### config.mk
export PLATFORM = sky130hd
export DESIGN_NAME = oekf_front
export DESIGN_NICKNAME = d
export VERILOG_FILES = /design/src/rtl/oekf_pkg.sv /design/src/rtl/oekf_front.sv
export SDC_FILE = /design/constraint.sdc
export NUM_CORES = 1
export LEC_CHECK = 0
export BUFFER_PORTS_ARGS = -buffer_cell sky130_fd_sc_hd__buf_2
export CAP_MARGIN = 20
export CORE_MARGIN = 10
export CORE_UTILIZATION = 52
export DETAILED_ROUTE_END_ITERATION = 8
export PLACE_DENSITY = 0.83
export REMOVE_ABC_BUFFERS = 1
export SLEW_MARGIN = 40
export SYNTH_ARGS = -nofsm -noshare
export SYNTH_HDL_FRONTEND = slang
export SYNTH_SLANG_ARGS = --single-unit
### constraint.sdc
create_clock -name clk_i -period 8.83 [get_ports clk_i]
set_input_delay 0.883 -clock clk_i [delete_from_list [all_inputs] [get_ports clk_i]]
set_output_delay 0.883 -clock clk_i [all_outputs]
set_load 0.05 [all_outputs]
### src/rtl/oekf_pkg.sv
// Package for the odometry EKF Jacobian evaluator: payload types, codes,
// constants and the micro-program table of the back end.
// Depends on nothing; every other file of the block uses it.
package oekf_pkg;

  // Width of an emitted element value, signed Q16.16.
  localparam int unsigned ValueW = 32;

  // Saturation bound of every intermediate, 2^62 - 1.
  localparam logic signed [63:0] Wmax = 64'sh3FFF_FFFF_FFFF_FFFF;

  // Angle constants in Q2.13 radians.
  localparam logic signed [16:0] PiQ13     = 17'sd25736;
  localparam logic signed [16:0] HalfPiQ13 = 17'sd12868;

  // CORDIC start value with the gain folded in, Q2.30.
  localparam logic signed [33:0] CordicGain = 34'sd652032874;
  localparam int unsigned CordicSteps = 17;

  // Operation codes of a request.
  typedef enum logic [1:0] {
    OP_STATE = 2'd0,
    OP_INPUT = 2'd1,
    OP_MEAS  = 2'd2,
    OP_NONE  = 2'd3
  } op_e;

  // Configuration register indexes.
  typedef enum logic [1:0] {
    CFG_TICKS  = 2'd0,
    CFG_RADIUS = 2'd1,
    CFG_BASE   = 2'd2,
    CFG_UNUSED = 2'd3
  } cfg_idx_e;

  // Input transaction.
  typedef struct packed {
    logic [1:0]         operation;
    logic signed [15:0] steer_angle;
    logic signed [15:0] heading_now;
    logic signed [15:0] heading_before;
    logic signed [31:0] travel;
    logic [31:0]        time_now;
    logic [31:0]        time_before;
  } in_item_t;

  // Output transaction, one matrix element.
  typedef struct packed {
    logic [1:0]               row;
    logic [1:0]               col;
    logic signed [ValueW-1:0] value;
    logic                     saturated;
    logic                     last;
  } out_item_t;

  // Configuration register set.
  typedef struct packed {
    logic [15:0] ticks;
    logic [31:0] radius;
    logic [31:0] base;
  } cfg_t;

  // Micro-program chosen by the front end for one request.
  typedef enum logic [2:0] {
    PRG_A_TURN     = 3'd0,
    PRG_A_STRAIGHT = 3'd1,
    PRG_B_TURN     = 3'd2,
    PRG_B_STRAIGHT = 3'd3,
    PRG_H          = 3'd4
  } prog_e;

  // Classified request handed from the front end to the back end.
  typedef struct packed {
    prog_e              prog;
    logic signed [15:0] steer;
    logic signed [15:0] hnow;
    logic signed [15:0] hbef;
    logic signed [31:0] travel;
    logic [31:0]        tnow;
    logic [31:0]        tbef;
  } job_t;

  // Micro-operation kinds.
  typedef enum logic [2:0] {
    U_CORDIC = 3'd0,
    U_MUL    = 3'd1,
    U_DIV    = 3'd2,
    U_SUB    = 3'd3,
    U_EMIT   = 3'd4
  } uop_e;

  // Operand sources: scratch entries below 16, constants and fields from 16 up.
  typedef enum logic [4:0] {
    R_SSA       = 5'd0,
    R_CSA       = 5'd1,
    R_SCH       = 5'd2,
    R_CCH       = 5'd3,
    R_SPH       = 5'd4,
    R_CPH       = 5'd5,
    R_DPT       = 5'd6,
    R_Q         = 5'd7,
    R_T         = 5'd8,
    R_E0        = 5'd9,
    R_E1        = 5'd10,
    R_E2        = 5'd11,
    R_E3        = 5'd12,
    R_E4        = 5'd13,
    R_E5        = 5'd14,
    K_ZERO      = 5'd16,
    K_ONE       = 5'd17,
    K_ONE_Q16   = 5'd18,
    K_TWO_PI    = 5'd19,
    K_RADIUS    = 5'd20,
    K_TICKS     = 5'd21,
    K_BASE      = 5'd22,
    K_TRAVEL    = 5'd23,
    K_TNOW      = 5'd24,
    K_TBEF      = 5'd25,
    K_ONE_SHL32 = 5'd26,
    K_STEER     = 5'd27,
    K_HNOW      = 5'd28,
    K_HBEF      = 5'd29
  } src_e;

  // Right shift applied after a product.
  typedef enum logic [1:0] {
    SH_0  = 2'd0,
    SH_14 = 2'd1,
    SH_16 = 2'd2,
    SH_30 = 2'd3
  } shift_e;

  typedef struct packed {
    uop_e       kind;
    src_e       a;
    src_e       b;
    src_e       dst;
    shift_e     sh;
    logic [1:0] row;
    logic [1:0] col;
    logic       last;
  } uop_t;

  // Back-end sequencer states.
  typedef enum logic [2:0] {
    BK_IDLE  = 3'd0,
    BK_ISSUE = 3'd1,
    BK_OPER  = 3'd2,
    BK_WAIT  = 3'd3,
    BK_COS   = 3'd4
  } back_state_e;

  // Arctangent table of the CORDIC, Q16 radians.
  function automatic logic [15:0] cordic_atan(input logic [4:0] idx);
    logic [15:0] v;
    begin
      unique case (idx)
        5'd0:    v = 16'd51472;
        5'd1:    v = 16'd30386;
        5'd2:    v = 16'd16055;
        5'd3:    v = 16'd8150;
        5'd4:    v = 16'd4091;
        5'd5:    v = 16'd2047;
        5'd6:    v = 16'd1024;
        5'd7:    v = 16'd512;
        5'd8:    v = 16'd256;
        5'd9:    v = 16'd128;
        5'd10:   v = 16'd64;
        5'd11:   v = 16'd32;
        5'd12:   v = 16'd16;
        5'd13:   v = 16'd8;
        5'd14:   v = 16'd4;
        5'd15:   v = 16'd2;
        5'd16:   v = 16'd1;
        default: v = 16'd0;
      endcase
      return v;
    end
  endfunction

  function automatic uop_t uop_mk(input uop_e k, input src_e a, input src_e b,
                                  input src_e d, input shift_e s,
                                  input logic [1:0] r, input logic [1:0] c,
                                  input logic l);
    uop_t u;
    begin
      u.kind = k;
      u.a    = a;
      u.b    = b;
      u.dst  = d;
      u.sh   = s;
      u.row  = r;
      u.col  = c;
      u.last = l;
      return u;
    end
  endfunction

  function automatic uop_t u_mul(input src_e a, input src_e b, input shift_e s,
                                 input src_e d);
    return uop_mk(U_MUL, a, b, d, s, 2'd0, 2'd0, 1'b0);
  endfunction

  function automatic uop_t u_div(input src_e a, input src_e b, input src_e d);
    return uop_mk(U_DIV, a, b, d, SH_0, 2'd0, 2'd0, 1'b0);
  endfunction

  function automatic uop_t u_sub(input src_e a, input src_e b, input src_e d);
    return uop_mk(U_SUB, a, b, d, SH_0, 2'd0, 2'd0, 1'b0);
  endfunction

  // Sine goes to d, cosine to the entry after it.
  function automatic uop_t u_cor(input src_e a, input src_e d);
    return uop_mk(U_CORDIC, a, K_ZERO, d, SH_0, 2'd0, 2'd0, 1'b0);
  endfunction

  function automatic uop_t u_emit(input src_e a, input logic [1:0] r,
                                  input logic [1:0] c, input logic l);
    return uop_mk(U_EMIT, a, K_ZERO, K_ZERO, SH_0, r, c, l);
  endfunction

  // Emission of the 3x3 state Jacobian, element k in row-major order.
  function automatic uop_t a_emit(input logic [3:0] k);
    uop_t u;
    begin
      unique case (k)
        4'd0:    u = u_emit(K_ONE_Q16, 2'd0, 2'd0, 1'b0);
        4'd1:    u = u_emit(K_ZERO,    2'd0, 2'd1, 1'b0);
        4'd2:    u = u_emit(R_E0,      2'd0, 2'd2, 1'b0);
        4'd3:    u = u_emit(K_ZERO,    2'd1, 2'd0, 1'b0);
        4'd4:    u = u_emit(K_ONE_Q16, 2'd1, 2'd1, 1'b0);
        4'd5:    u = u_emit(R_E1,      2'd1, 2'd2, 1'b0);
        4'd6:    u = u_emit(K_ZERO,    2'd2, 2'd0, 1'b0);
        4'd7:    u = u_emit(K_ZERO,    2'd2, 2'd1, 1'b0);
        default: u = u_emit(K_ONE_Q16, 2'd2, 2'd2, 1'b1);
      endcase
      return u;
    end
  endfunction

  // Micro-program table: one operation per program step.
  function automatic uop_t prog_uop(input prog_e p, input logic [4:0] pc);
    uop_t u;
    begin
      u = u_emit(K_ZERO, 2'd0, 2'd0, 1'b1);
      unique case (p)
        PRG_A_TURN: begin
          unique case (pc)
            5'd0:  u = u_cor(K_STEER, R_SSA);
            5'd1:  u = u_cor(K_HNOW, R_SCH);
            5'd2:  u = u_cor(K_HBEF, R_SPH);
            5'd3:  u = u_mul(K_BASE, R_CSA, SH_0, R_T);
            5'd4:  u = u_div(R_T, R_SSA, R_Q);
            5'd5:  u = u_sub(R_CCH, R_CPH, R_T);
            5'd6:  u = u_mul(R_Q, R_T, SH_30, R_E0);
            5'd7:  u = u_sub(R_SCH, R_SPH, R_T);
            5'd8:  u = u_mul(R_Q, R_T, SH_30, R_E1);
            default: u = a_emit(4'(pc - 5'd9));
          endcase
        end
        PRG_A_STRAIGHT: begin
          unique case (pc)
            5'd0:  u = u_cor(K_STEER, R_SSA);
            5'd1:  u = u_cor(K_HNOW, R_SCH);
            5'd2:  u = u_cor(K_HBEF, R_SPH);
            5'd3:  u = u_mul(K_TRAVEL, R_SPH, SH_30, R_T);
            5'd4:  u = u_sub(K_ZERO, R_T, R_E0);
            5'd5:  u = u_mul(K_TRAVEL, R_CPH, SH_30, R_E1);
            default: u = a_emit(4'(pc - 5'd6));
          endcase
        end
        PRG_B_TURN: begin
          unique case (pc)
            5'd0:  u = u_cor(K_STEER, R_SSA);
            5'd1:  u = u_cor(K_HNOW, R_SCH);
            5'd2:  u = u_cor(K_HBEF, R_SPH);
            5'd3:  u = u_mul(K_TWO_PI, K_RADIUS, SH_0, R_T);
            5'd4:  u = u_div(R_T, K_TICKS, R_T);
            5'd5:  u = u_mul(R_T, K_ONE, SH_16, R_DPT);
            5'd6:  u = u_mul(R_CSA, R_DPT, SH_30, R_T);
            5'd7:  u = u_mul(R_T, R_CCH, SH_30, R_E0);
            5'd8:  u = u_mul(R_CSA, R_DPT, SH_30, R_T);
            5'd9:  u = u_mul(R_T, R_SCH, SH_30, R_E2);
            5'd10: u = u_mul(R_SSA, R_DPT, SH_0, R_T);
            5'd11: u = u_div(R_T, K_BASE, R_T);
            5'd12: u = u_mul(R_T, K_ONE, SH_14, R_E4);
            5'd13: u = u_mul(R_CSA, R_CSA, SH_30, R_T);
            5'd14: u = u_mul(R_T, K_TRAVEL, SH_0, R_T);
            5'd15: u = u_div(R_T, R_SSA, R_Q);
            5'd16: u = u_mul(R_Q, R_CCH, SH_30, R_E1);
            5'd17: u = u_mul(R_Q, R_SCH, SH_30, R_E3);
            5'd18: u = u_mul(R_CSA, K_TRAVEL, SH_0, R_T);
            5'd19: u = u_div(R_T, K_BASE, R_T);
            5'd20: u = u_mul(R_T, K_ONE, SH_14, R_E5);
            5'd21: u = u_emit(R_E0, 2'd0, 2'd0, 1'b0);
            5'd22: u = u_emit(R_E1, 2'd0, 2'd1, 1'b0);
            5'd23: u = u_emit(R_E2, 2'd1, 2'd0, 1'b0);
            5'd24: u = u_emit(R_E3, 2'd1, 2'd1, 1'b0);
            5'd25: u = u_emit(R_E4, 2'd2, 2'd0, 1'b0);
            default: u = u_emit(R_E5, 2'd2, 2'd1, 1'b1);
          endcase
        end
        PRG_B_STRAIGHT: begin
          unique case (pc)
            5'd0:  u = u_cor(K_STEER, R_SSA);
            5'd1:  u = u_cor(K_HNOW, R_SCH);
            5'd2:  u = u_cor(K_HBEF, R_SPH);
            5'd3:  u = u_mul(K_TWO_PI, K_RADIUS, SH_0, R_T);
            5'd4:  u = u_div(R_T, K_TICKS, R_T);
            5'd5:  u = u_mul(R_T, K_ONE, SH_16, R_DPT);
            5'd6:  u = u_mul(R_DPT, R_CPH, SH_30, R_E0);
            5'd7:  u = u_mul(R_DPT, R_SPH, SH_30, R_E2);
            5'd8:  u = u_mul(R_CSA, K_TRAVEL, SH_0, R_T);
            5'd9:  u = u_div(R_T, K_BASE, R_T);
            5'd10: u = u_mul(R_T, K_ONE, SH_14, R_E5);
            5'd11: u = u_emit(R_E0, 2'd0, 2'd0, 1'b0);
            5'd12: u = u_emit(K_ZERO, 2'd0, 2'd1, 1'b0);
            5'd13: u = u_emit(R_E2, 2'd1, 2'd0, 1'b0);
            5'd14: u = u_emit(K_ZERO, 2'd1, 2'd1, 1'b0);
            5'd15: u = u_emit(K_ZERO, 2'd2, 2'd0, 1'b0);
            default: u = u_emit(R_E5, 2'd2, 2'd1, 1'b1);
          endcase
        end
        default: begin
          unique case (pc)
            5'd0:  u = u_sub(K_TNOW, K_TBEF, R_T);
            5'd1:  u = u_div(K_ONE_SHL32, R_T, R_E0);
            5'd2:  u = u_emit(K_ZERO, 2'd0, 2'd0, 1'b0);
            5'd3:  u = u_emit(K_ZERO, 2'd0, 2'd1, 1'b0);
            default: u = u_emit(R_E0, 2'd0, 2'd2, 1'b1);
          endcase
        end
      endcase
      return u;
    end
  endfunction

endpackage

### src/rtl/oekf_front.sv
// Front end of the Jacobian evaluator: accepts requests, classifies them
// into micro-programs and holds them in a two-entry queue.
// Depends on oekf_pkg.
module oekf_front (
  input  logic              clk_i,
  input  logic              rst_ni,
  input  logic              in_valid_i,
  output logic              in_stall_o,
  input  oekf_pkg::in_item_t in_item_i,
  output logic              job_valid_o,
  output oekf_pkg::job_t    job_o,
  input  logic              job_pop_i
);

  oekf_pkg::job_t q_q [2];
  logic       wr_ptr_q, wr_ptr_d;
  logic       rd_ptr_q, rd_ptr_d;
  logic [1:0] cnt_q, cnt_d;
  logic       full;
  logic       accept;
  logic       push;
  oekf_pkg::job_t job_new;

  assign full       = (cnt_q == 2'd2);
  assign in_stall_o = full;
  assign accept     = in_valid_i && !full;

  // Unused operation codes are accepted and dropped here.
  assign push = accept && (in_item_i.operation != oekf_pkg::OP_NONE);

  // Classify the request by matrix and by whether the wheel is steered.
  always_comb begin
    job_new.steer  = in_item_i.steer_angle;
    job_new.hnow   = in_item_i.heading_now;
    job_new.hbef   = in_item_i.heading_before;
    job_new.travel = in_item_i.travel;
    job_new.tnow   = in_item_i.time_now;
    job_new.tbef   = in_item_i.time_before;
    priority if (in_item_i.operation == oekf_pkg::OP_STATE) begin
      job_new.prog = (in_item_i.steer_angle != 16'sd0) ? oekf_pkg::PRG_A_TURN
                                                       : oekf_pkg::PRG_A_STRAIGHT;
    end else if (in_item_i.operation == oekf_pkg::OP_INPUT) begin
      job_new.prog = (in_item_i.steer_angle != 16'sd0) ? oekf_pkg::PRG_B_TURN
                                                       : oekf_pkg::PRG_B_STRAIGHT;
    end else begin
      job_new.prog = oekf_pkg::PRG_H;
    end
  end

  // Queue pointers and fill count.
  always_comb begin
    wr_ptr_d = push ? ~wr_ptr_q : wr_ptr_q;
    rd_ptr_d = job_pop_i ? ~rd_ptr_q : rd_ptr_q;
    cnt_d    = cnt_q + {1'b0, push} - {1'b0, job_pop_i};
  end

  always_ff @(posedge clk_i or negedge rst_ni) begin
    if (!rst_ni) begin
      wr_ptr_q <= 1'b0;
      rd_ptr_q <= 1'b0;
      cnt_q    <= 2'd0;
    end else begin
      wr_ptr_q <= wr_ptr_d;
      rd_ptr_q <= rd_ptr_d;
      cnt_q    <= cnt_d;
    end
  end

  // Queue storage.
  always_ff @(posedge clk_i) begin
    if (push) begin
      q_q[wr_ptr_q] <= job_new;
    end
  end

  assign job_valid_o = (cnt_q != 2'd0);
  assign job_o       = q_q[rd_ptr_q];

endmodule

==> reports/qor_table.md <==
| Item | This run | Unit |
|---|---|---|
| Count of input and output buffers | 298 | - |
| Chip Width | 164.7 | µm |
| Share of post-route cells with drive strength above 1 | 0.6000 | - |
| Antenna violations before repair | 6 | - |
| Leading cell type by number of instances after synthesis | sky130_fd_sc_hd__edfxtp_1 | - |
| Maximum operating frequency | 263.6 | MHz |
| Final setup violation count | 0 | - |
| Mapped Avg Cell Area | 22.54 | µm² |
| Hold Buf Count CTS | 0 | - |
| Layout Nets | 952 | - |
| Final routed wire length divided by cell count | 20.90 | µm |
| Total Routing Usage GR | 0.1584 | - |
| Signed area change from the synthesized netlist to the final layout | 24.47 | % |
| Final worst path period share | 0.4296 | - |
| Pre-CTS worst setup slack | 5593 | ps |
| Number of placed instances with taps included | 1,040 | - |
| Synth cell types | 18 | - |
| Count of non-filler cells in the finished layout | 1,094 | - |
| Number of max-slew violations in the final report | 0 | - |
| Global Route met1 Usage | 0.1987 | - |
| EDFF count, synth | 294 | - |
| CP arrival | 2910 | ps |
| Wire length of the first global-routing pass | 33,430 | µm |
| First-pass DRT Iterations | 4 | - |
| Clock tree skew after final layout | 13.33 | ps |
| R2r worst-path depth | 5 | - |
| Met3 usage in global routing | 0.05253 | - |
| Die Ht | 164.7 | µm |
| Total CTS buffers | 28 | - |
| Sequential area share after synthesis | 0.8200 | - |
| Count of buffers added by post-CTS timing repair for setup | 0 | - |
| Actual slew at the worst max-slew pin | 788.3 | ps |
| Vias after detailed routing | 5,583 | - |
| Worst-case headroom to the max-slew limit | 0.4744 | - |
| Hold Slack | 156.7 | ps |
| Residual DRC | 0 | - |
| Deepest level of the CTS H-tree | 1 | - |
| Number of placement rows | 52 | - |
| CTS tree | yes | - |
| Leading post-synthesis cells by instance count | 294 x sky130_fd_sc_hd__edfxtp_1, 147 x sky130_fd_sc_hd__mux2_2, 12 x sky130_fd_sc_hd__buf_6 | - |
| Vias in the first global route | 6,037 | - |
| GPL Wtd Cong | 0.7844 | - |
| Met2 Usage GRT | 0.2603 | - |
| Capturing element type of the critical path | primary output | - |
| Post-detailed-placement cell area | 12,650 | µm² |
| Share of the synthesized area in the top cell type | 0.8108 | - |
| Area of the die | 27,130 | µm² |
| Total Wirelength | 22,860 | µm |
| Clk sink count | 298 | - |
| Number of design-rule violations left by the first detailed-router iteration | 301 | - |
| RSZ-0062 raised after global routing | no | - |
| Leading post-synthesis cells by cell area | sky130_fd_sc_hd__edfxtp_1 81%, sky130_fd_sc_hd__mux2_2 15%, sky130_fd_sc_hd__buf_6 1.2% | - |
| Power per cell area | 377.1 | nW/µm² |
| Setup total negative slack | 0 | ps |
| Total grt overflow | 0 | - |
| Via density per instance | 5.103 | - |
| Core region area | 20,430 | µm² |
| Gr busiest metal | met2 | - |
| HPWL reported at the end of detailed placement | 16,020 | µm |
| Maximum fanout along the worst path | 77 | - |
| Req. time, crit path | 7950 | ps |
| Final worst slack | 5037 | ps |
| Maximum clock insertion buffer count | 3 | - |
| Hold violation count in the final report | 0 | - |
| Source-to-sink clock delay at the later pin of the worst-skew pair | 520 | ps |
| Effective utilization at floorplan | 0.5329 | - |
| Cell type with the highest aggregate area in the netlist | sky130_fd_sc_hd__edfxtp_1 | - |
| Largest net degree at the start of global routing | 82 | - |
| Synth async-reset ratio | 0.01342 | - |
| Minimum clock period after layout | 3793 | ps |
| Run status | completed | - |
| Top FF cell, synth | sky130_fd_sc_hd__edfxtp_1 | - |
| Max_cap viols | 0 | - |
| Largest vdd supply drop | 0.4213 | mV |
| # resized after CTS | 0 | - |
| Cell count after synthesis | 483 | - |
| Yosys warning total | 0 | - |
| Cell area after synthesis | 10,890 | µm² |
| Flop and latch count out of synthesis | 298 | - |
| Post-route cell area | 13,550 | µm² |
| Top-level I/O count | 299 | - |
| Classification of the worst-slack hold path | input pin to asynchronous set/reset pin | - |
| Clock Pin Slew Worst Setup and Hold Paths | 60 | ps |
| Leakage power total | 5.030 | nW |
| Classification of the worst setup path | register to primary output | - |
| Clock tree root buffer cell | sky130_fd_sc_hd__clkbuf_16 | - |
| Post-route ant nets | 0 | - |
| Kind of start point of the critical path | register | - |
-- where the power goes --
part	internal, mW	switching [mW]
registers	1.85	0.0845
clock network	0.682	0.462
logic	0.540	1.49
total	3.08	2.03
-- sequential cells by signal, summed over array words and instances, names as in the netlist --
name / count
q_q: 294
cnt_q: 2
rd_ptr_q: 1
wr_ptr_q: 1
-- cell type report --
type                    instances  area, µm²
diodes                          4      10.01
clock buffers                  41      800.8
clock inverters                 9      92.59
fillers                      1363       6878
inverters                       2      7.507
multi-input cells             166       1803
flip-flops and latches        298       8932
well taps                     270      337.8
repair buffers                304       1568
-- critical path, stage by stage, from the launching register on --
cell                      delay [ps]
sky130_fd_sc_hd__dfrtp_4         710
sky130_fd_sc_hd__buf_12          300
sky130_fd_sc_hd__buf_6           550
sky130_fd_sc_hd__mux2_2          430
sky130_fd_sc_hd__buf_2           220
-- kinds of logic (layout without fill, tap and decap cells) --
group / Yosys count / count (layout) / share of synthesized area
muxes: 147 / 147 / 0.1520
buffers and inverters: 19 / 356 / 0.01574
adders and majority gates: 2 / 2 / 0.002298
and+or+nand+nor: 13 / 13 / 0.006665
DFF: 298 / 298 / 0.8200
xor gates and xnor gates: 4 / 4 / 0.003218
other: 0 / 4 / 0
-- metal layers --
layer,vias up,share of wire
li1,2565,-
met1,2731,0.40
met2,245,0.49
met3,38,0.096
met4,4,0.019
met5,-,0.00092
-- final timing paths --
check                           slack [ps]  startpoint         end
worst min register to register         490    cnt_q[1]    cnt_q[1]
worst max register to register        6090    cnt_q[1]  q_q[1][25]
min in group clk_i                     490    cnt_q[1]    cnt_q[1]
max in group asynchronous             8520      rst_ni    rd_ptr_q
worst min-delay path                   160      rst_ni    cnt_q[0]
worst max-delay path                  5040    rd_ptr_q   job_o[28]
-- layout by cell type (no fill, tap or decap), drive strengths merged --
cell type,instances
nor4,4
inv,2
nand4,1
nor2b,2
edfxtp,294
nand3b,1
nor2,3
xnor2,3
bufinv,2
diode,4
dfrtp,4
ha,2
mux2,147
nand2,1
clkinvlp,1
clkbuf,41
or2,1
clkinv,6
xor2,1
buf,304
-- per-stage QoR --
stage          utilization  total power, mW
2_1_floorplan            -            3.602
4_1_cts             0.6628            5.168
6_report            0.6633            5.110
5_1_grt             0.6632            5.307
3_5_place_dp        0.6191            4.015
3_3_place_gp        0.6172            3.984
Power figures use the tool's default switching activity.
